## config.mk

```make
export PLATFORM = sky130hd
export DESIGN_NAME = las_ctrl
export DESIGN_NICKNAME = d
export VERILOG_FILES = /design/src/las_pkg.sv /design/src/las_ctrl.sv
export SDC_FILE = /design/constraint.sdc
export NUM_CORES = 1
export LEC_CHECK = 0
export BUFFER_PORTS_ARGS = -buffer_cell sky130_fd_sc_hd__buf_2
export CORE_UTILIZATION = 30
export DETAILED_ROUTE_END_ITERATION = 12
export SKIP_LAST_GASP = 1
export SLEW_MARGIN = 10
export SYNTH_ARGS = -nofsm -noshare
export SYNTH_HDL_FRONTEND = slang
export SYNTH_SLANG_ARGS = --single-unit
```

## constraint.sdc

```tcl
create_clock -name clk -period 3.1 [get_ports clk]
set_input_delay 0.465 -clock clk [delete_from_list [all_inputs] [get_ports clk]]
set_output_delay 0.465 -clock clk [all_outputs]
set_load 0.1 [all_outputs]
```

## src/las_pkg.sv

```systemverilog
// ----------------------------------------------------------------------------
// las_pkg
// Shared types, codes and scoring helpers of the local alignment scorer.
// ----------------------------------------------------------------------------
package las_pkg;

  localparam int LEN_MAX = 64;
  localparam int IDX_W   = $clog2(LEN_MAX);
  localparam int POS_W   = IDX_W + 1;
  localparam int CNT_W   = 8;
  localparam int SUM_W   = 16;
  localparam int SC_W    = 16;
  localparam int CALC_W  = SC_W + 2;
  localparam int ADDR_W  = 2 * IDX_W;
  localparam int ENTRY_W = 14;

  // commands
  localparam logic [1:0] CMD_LOAD_A = 2'd0;
  localparam logic [1:0] CMD_LOAD_B = 2'd1;
  localparam logic [1:0] CMD_RUN    = 2'd2;

  // traceback codes
  localparam logic [1:0] TR_NONE = 2'd0;
  localparam logic [1:0] TR_DIAG = 2'd1;
  localparam logic [1:0] TR_UP   = 2'd2;
  localparam logic [1:0] TR_LEFT = 2'd3;

  // register indexes
  localparam logic [2:0] REG_WCL  = 3'd0;
  localparam logic [2:0] REG_WCH  = 3'd1;
  localparam logic [2:0] REG_WV   = 3'd2;
  localparam logic [2:0] REG_FAM  = 3'd3;
  localparam logic [2:0] REG_MINN = 3'd4;
  localparam logic [2:0] REG_MINW = 3'd5;
  localparam logic [2:0] REG_EXEC = 3'd6;

  typedef struct packed {
    logic [1:0] command;
    logic [4:0] cap;
    logic [7:0] flags;
    logic       linked;
  } in_word_t;

  typedef struct packed {
    logic       found;
    logic [5:0] a_first;
    logic [5:0] a_last;
    logic [5:0] b_first;
    logic [5:0] b_last;
    logic [7:0] matched;
    logic [7:0] rare;
    logic [7:0] chained;
    logic [7:0] related;
    logic [7:0] mismatch;
    logic [7:0] gap_len;
    logic [7:0] gap_count;
  } out_word_t;

  typedef struct packed {
    logic [47:0] wcl;
    logic [47:0] wch;
    logic [31:0] wv;
    logic [63:0] fam;
    logic [7:0]  min_nodes;
    logic [15:0] min_weight;
    logic [7:0]  exec_mask;
  } cfg_t;

  typedef struct packed {
    logic ld_a;
    logic ld_b;
    logic run_start;
    logic c_issue;
    logic c_eval;
    logic t_start;
    logic t_issue;
    logic t_eval;
    logic finish;
  } dp_cmd_t;

  typedef struct packed {
    logic go;
    logic last_cell;
    logic best_zero;
    logic tb_edge;
    logic tb_stop;
  } dp_status_t;

  function automatic logic [7:0] cap_weight(input logic [4:0] cap, input cfg_t cfg);
    logic [2:0] cls;
    logic [7:0] w;
    cls = cap[4] ? cfg.wch[3*cap[3:0] +: 3] : cfg.wcl[3*cap[3:0] +: 3];
    case (cls)
      3'd1:    w = cfg.wv[7:0];
      3'd2:    w = cfg.wv[15:8];
      3'd3:    w = cfg.wv[23:16];
      3'd4:    w = cfg.wv[31:24];
      default: w = 8'd0;
    endcase
    return w;
  endfunction

  function automatic logic [1:0] cap_family(input logic [4:0] cap, input cfg_t cfg);
    return cfg.fam[2*cap +: 2];
  endfunction

  function automatic logic [7:0] sat_inc(input logic [7:0] v);
    return (v == 8'hFF) ? v : v + 8'd1;
  endfunction

endpackage

```

## src/las_ctrl.sv

```systemverilog
// ----------------------------------------------------------------------------
// las_ctrl
// Sequencer: loads, matrix fill, traceback and result hand-off.
// ----------------------------------------------------------------------------
module las_ctrl (
  input  logic                   clk,
  input  logic                   rst_n,
  input  logic                   in_valid,
  input  logic [1:0]             in_command,
  output logic                   in_stall,
  output logic                   out_valid,
  input  logic                   out_stall,
  input  las_pkg::dp_status_t    status,
  output las_pkg::dp_cmd_t       cmd
);

  typedef enum logic [6:0] {
    IDLE    = 7'b0000001,
    C_ISSUE = 7'b0000010,
    C_EVAL  = 7'b0000100,
    T_INIT  = 7'b0001000,
    T_ISSUE = 7'b0010000,
    T_EVAL  = 7'b0100000,
    FINISH  = 7'b1000000
  } state_t;

  state_t state_r, state_nxt;
  logic   out_valid_r, out_valid_nxt;
  logic   take;

  assign in_stall  = (state_r != IDLE);
  assign out_valid = out_valid_r;
  assign take      = in_valid && (state_r == IDLE);

  // next state and commands
  always_comb begin
    state_nxt     = state_r;
    out_valid_nxt = out_valid_r && out_stall;
    cmd           = '0;
    unique case (state_r)
      IDLE: begin
        if (take) begin
          if (in_command == las_pkg::CMD_LOAD_A) cmd.ld_a = 1'b1;
          if (in_command == las_pkg::CMD_LOAD_B) cmd.ld_b = 1'b1;
          if (in_command == las_pkg::CMD_RUN) begin
            cmd.run_start = 1'b1;
            state_nxt = status.go ? C_ISSUE : FINISH;
          end
        end
      end
      C_ISSUE: begin
        cmd.c_issue = 1'b1;
        state_nxt = C_EVAL;
      end
      C_EVAL: begin
        cmd.c_eval = 1'b1;
        state_nxt = status.last_cell ? T_INIT : C_ISSUE;
      end
      T_INIT: begin
        if (status.best_zero) begin
          state_nxt = FINISH;
        end else begin
          cmd.t_start = 1'b1;
          state_nxt = T_ISSUE;
        end
      end
      T_ISSUE: begin
        cmd.t_issue = 1'b1;
        state_nxt = status.tb_edge ? FINISH : T_EVAL;
      end
      T_EVAL: begin
        cmd.t_eval = 1'b1;
        state_nxt = status.tb_stop ? FINISH : T_ISSUE;
      end
      FINISH: begin
        if (!(out_valid_r && out_stall)) begin
          cmd.finish = 1'b1;
          out_valid_nxt = 1'b1;
          state_nxt = IDLE;
        end
      end
      default: state_nxt = IDLE;
    endcase
  end

  always_ff @(posedge clk) begin
    if (!rst_n) begin
      state_r     <= IDLE;
      out_valid_r <= 1'b0;
    end else begin
      state_r     <= state_nxt;
      out_valid_r <= out_valid_nxt;
    end
  end

  a_fill_follows_issue: assert property (@(posedge clk) disable iff (!rst_n)
    state_r == C_ISSUE |=> state_r == C_EVAL)
    else $error("fill step skipped its read");
  a_finish_raises_valid: assert property (@(posedge clk) disable iff (!rst_n)
    cmd.finish |=> out_valid_r)
    else $error("result not presented");
  a_no_finish_on_held: assert property (@(posedge clk) disable iff (!rst_n)
    cmd.finish |-> !(out_valid_r && out_stall))
    else $error("held result overwritten");

endmodule

```

==> results.py <==
metrics = {
    "floorplan": {
        "coreArea_um2": 1590,
        "die_h_um": 44.4,
        "fp.dieArea_um2": 1970,
        "die_x_um": 44.4,
        "io_pins": 22,
        "start_util_pct": 33.8,
        "fp-row-count": 14,
    },
    "yosys": {
        "synth_cell_types": 32,
        "synth-seq-cells": 8,
        "avgSynthCellArea_um2": 7.93,
        "synth_compound_area_share_pct": 14.8,
        "synth_edf_count": 0,
        "synth-simple-area-share_pct": 48.7,
        "synth_seq_area_share_pct": 29.7,
        "yosys.area.top_type_share_pct": 29.7,
        "synth_nets": 79,
        "yosys.area.top_type": "dfxtp_1",
        "synthesis.area_um2": 539,
        "synthFlopType": "dfxtp_1",
        "synth_mux_area_share_pct": 0,
        "synthAdderAreaFrac_pct": 0,
        "synth_top_family_by_area": "simple AND/OR/NAND/NOR gates",
        "async_reset_ff_share_pct": 0,
        "synthCells": 68,
        "yosys_warnings": 0,
        "synthTopCellsByArea": "dfxtp_1 30%, nor2_1 8.4%, nand2b_1 4.6%, nor4b_4 4.4%, nand3_1 3.7%",
        "synth_xor_area_share_pct": 1.62,
    },
    "hold_path": {
        "holdPathStages": 3,
        "hp-class": "in -> reg",
    },
    "critical_path": {
        "cp-start-kind": "flop",
        "r2r_cells": 4,
        "critPathArrivalTime_ns": 2.02,
        "end_kind": "primary output",
        "worstSetupPathType": "reg -> out",
        "worstPathMaxFanout": 8,
        "cp.required_ns": 2.63,
    },
    "placement": {
        "routabilityCongestion": 0.749,
        "place_area_um2": 661,
        "place_inst": 111,
        "post-dp-hpwl_um": 954,
        "numPortBuffers": 21,
        "dp_slack_ns": 0.873,
    },
    "clock_network": {
        "htreeDepth": 1,
        "cts_resized": 0,
        "postCtsSetupRepairBufs": 0,
        "holdBufCountCts": 0,
        "clk_pin_slew_ns": 0.05,
        "root_buffer": "clkbuf_4",
        "clkSinkCount": 8,
        "insertion_delay_ns": 0.25,
        "cts_tree": "built",
        "cts.path.max_buffers": 2,
        "cts_made_buffers": 3,
    },
    "routing": {
        "routed_wl_um": 1160,
        "wl_per_cell_um": 10.2,
        "detail-route-antenna-nets": 0,
        "first_pass_iters": 4,
        "viasPerCell": 4.85,
        "dr.first_iter.drc_count": 4,
        "drc_errors": 0,
        "num_vias": 553,
    },
    "timing": {
        "worstMarginPinSlew_ns": 0.487,
        "fin_worst_skew_ns": 0.00254,
        "period_share_pct": 80.1,
        "whs_ns": 0.438,
        "post-route-min-period_ns": 2.48,
        "rsz0062_at_grt": "no",
        "relSlewSlack_pct": 67.3,
        "timing_hold_violations_final": 0,
        "setup_viol": 0,
        "drv_slew": 0,
        "setup_ws_ns": 0.618,
        "setup_tns_ns": 0,
        "max_freq_ghz": 0.403,
    },
    "power": {
        "peakVddDrop_mv": 0.267,
        "p_total_mw": 0.322,
        "powerDensity_nw_per_um2": 471,
        "leakage_nw": 0.338,
    },
    "flow_run": {
        "maxCapViolations": 0,
    },
    "global_route": {
        "gr-total-overflow": 0,
        "grt_pass1_wl_um": 1930,
        "grt_use_total_pct": 13.2,
        "grt_max_degree": 10,
        "antenna_found_initial": 0,
        "grt_pass1_vias": 490,
    },
    "finish": {
        "fin_util_pct": 42.9,
        "layout_common_cells": "21 x buf_2, 11 x nor2_1, 8 x dfxtp_1, 5 x nand2_1",
        "final_cells": 114,
        "drive_gt1_share_pct": 34.4,
        "diodes": 0,
        "areaGrowthSynthToFinish_pct": 26.7,
        "nets": 103,
        "final_area_um2": 683,
        "final_common_cell": "buf_2",
        "multi_input_area_um2": 354,
        "ff_latch_area_um2": 160,
        "nFillCells": 163,
    },
    "run_status": {
        "status": "finished, final reports clean",
    },
}
[kinds of logic (layout without fill, tap and decap cells)]
kind of cell,Yosys count,after routing
buf+inv,5,27
compound gates,11,11
xor+xnor,1,1
flops,8,8
simple gates,43,43
[final cells by class]
cell class	instances	share of cell area, %
multi-input combinational	55	51.8
clock buffer	3	3.30
tap	24	4.40
timing repair buffer	21	15.4
inverter	3	1.65
sequential	8	23.4
[critical path, stage by stage (launching register included)]
cell and delay [ns]:
dfxtp_1 0.39, nor4b_4 0.46, nand2_2 0.14, nor3b_2 0.22, and2b_1 0.14, buf_2 0.41
[worst paths after layout]
path | slack, ns | startpoint | endpoint
worst max-delay path | 0.62 | state_r[2] | cmd[8]
worst min-delay path | 0.44 | status[3] | state_r[3]
worst max register to register | 1.65 | state_r[1] | state_r[0]
worst min register to register | 0.53 | out_valid | state_r[6]
[metal layers]
metal | part of all wire (%) | vias up | wire [um] | GRT usage (%)
li1 | - | 287 | - | -
met1 | 43 | 251 | 501 | 16.3
met2 | 51 | 13 | 596 | 22.4
met3 | 3.6 | 2 | 42 | 1.22
met4 | 1.6 | 0 | 19 | 7.27
met5 | 0 | - | 0 | 0
[flip-flops by register name, indices dropped and copies added, names as in the netlist]
name	count
state_r	7
out_valid	1
[synth_stat cells (2+ instances only)]
cell type	instances
nor2_1	12
o22ai_1	3
inv_1	3
nand2b_1	4
nand3b_1	2
dfxtp_1	8
nand2_1	5
nor3_1	4
nand3_1	4
[report_power, final]
group / switching [mW] / leakage, nW / internal [mW] / total [mW]
registers: 0.00710 / 0.0648 / 0.108 / 0.115
logic: 0.0890 / 0.260 / 0.0382 / 0.127
clock network: 0.0358 / 0.0138 / 0.0443 / 0.0801
No activity file was read; power rests on OpenSTA's default activity.
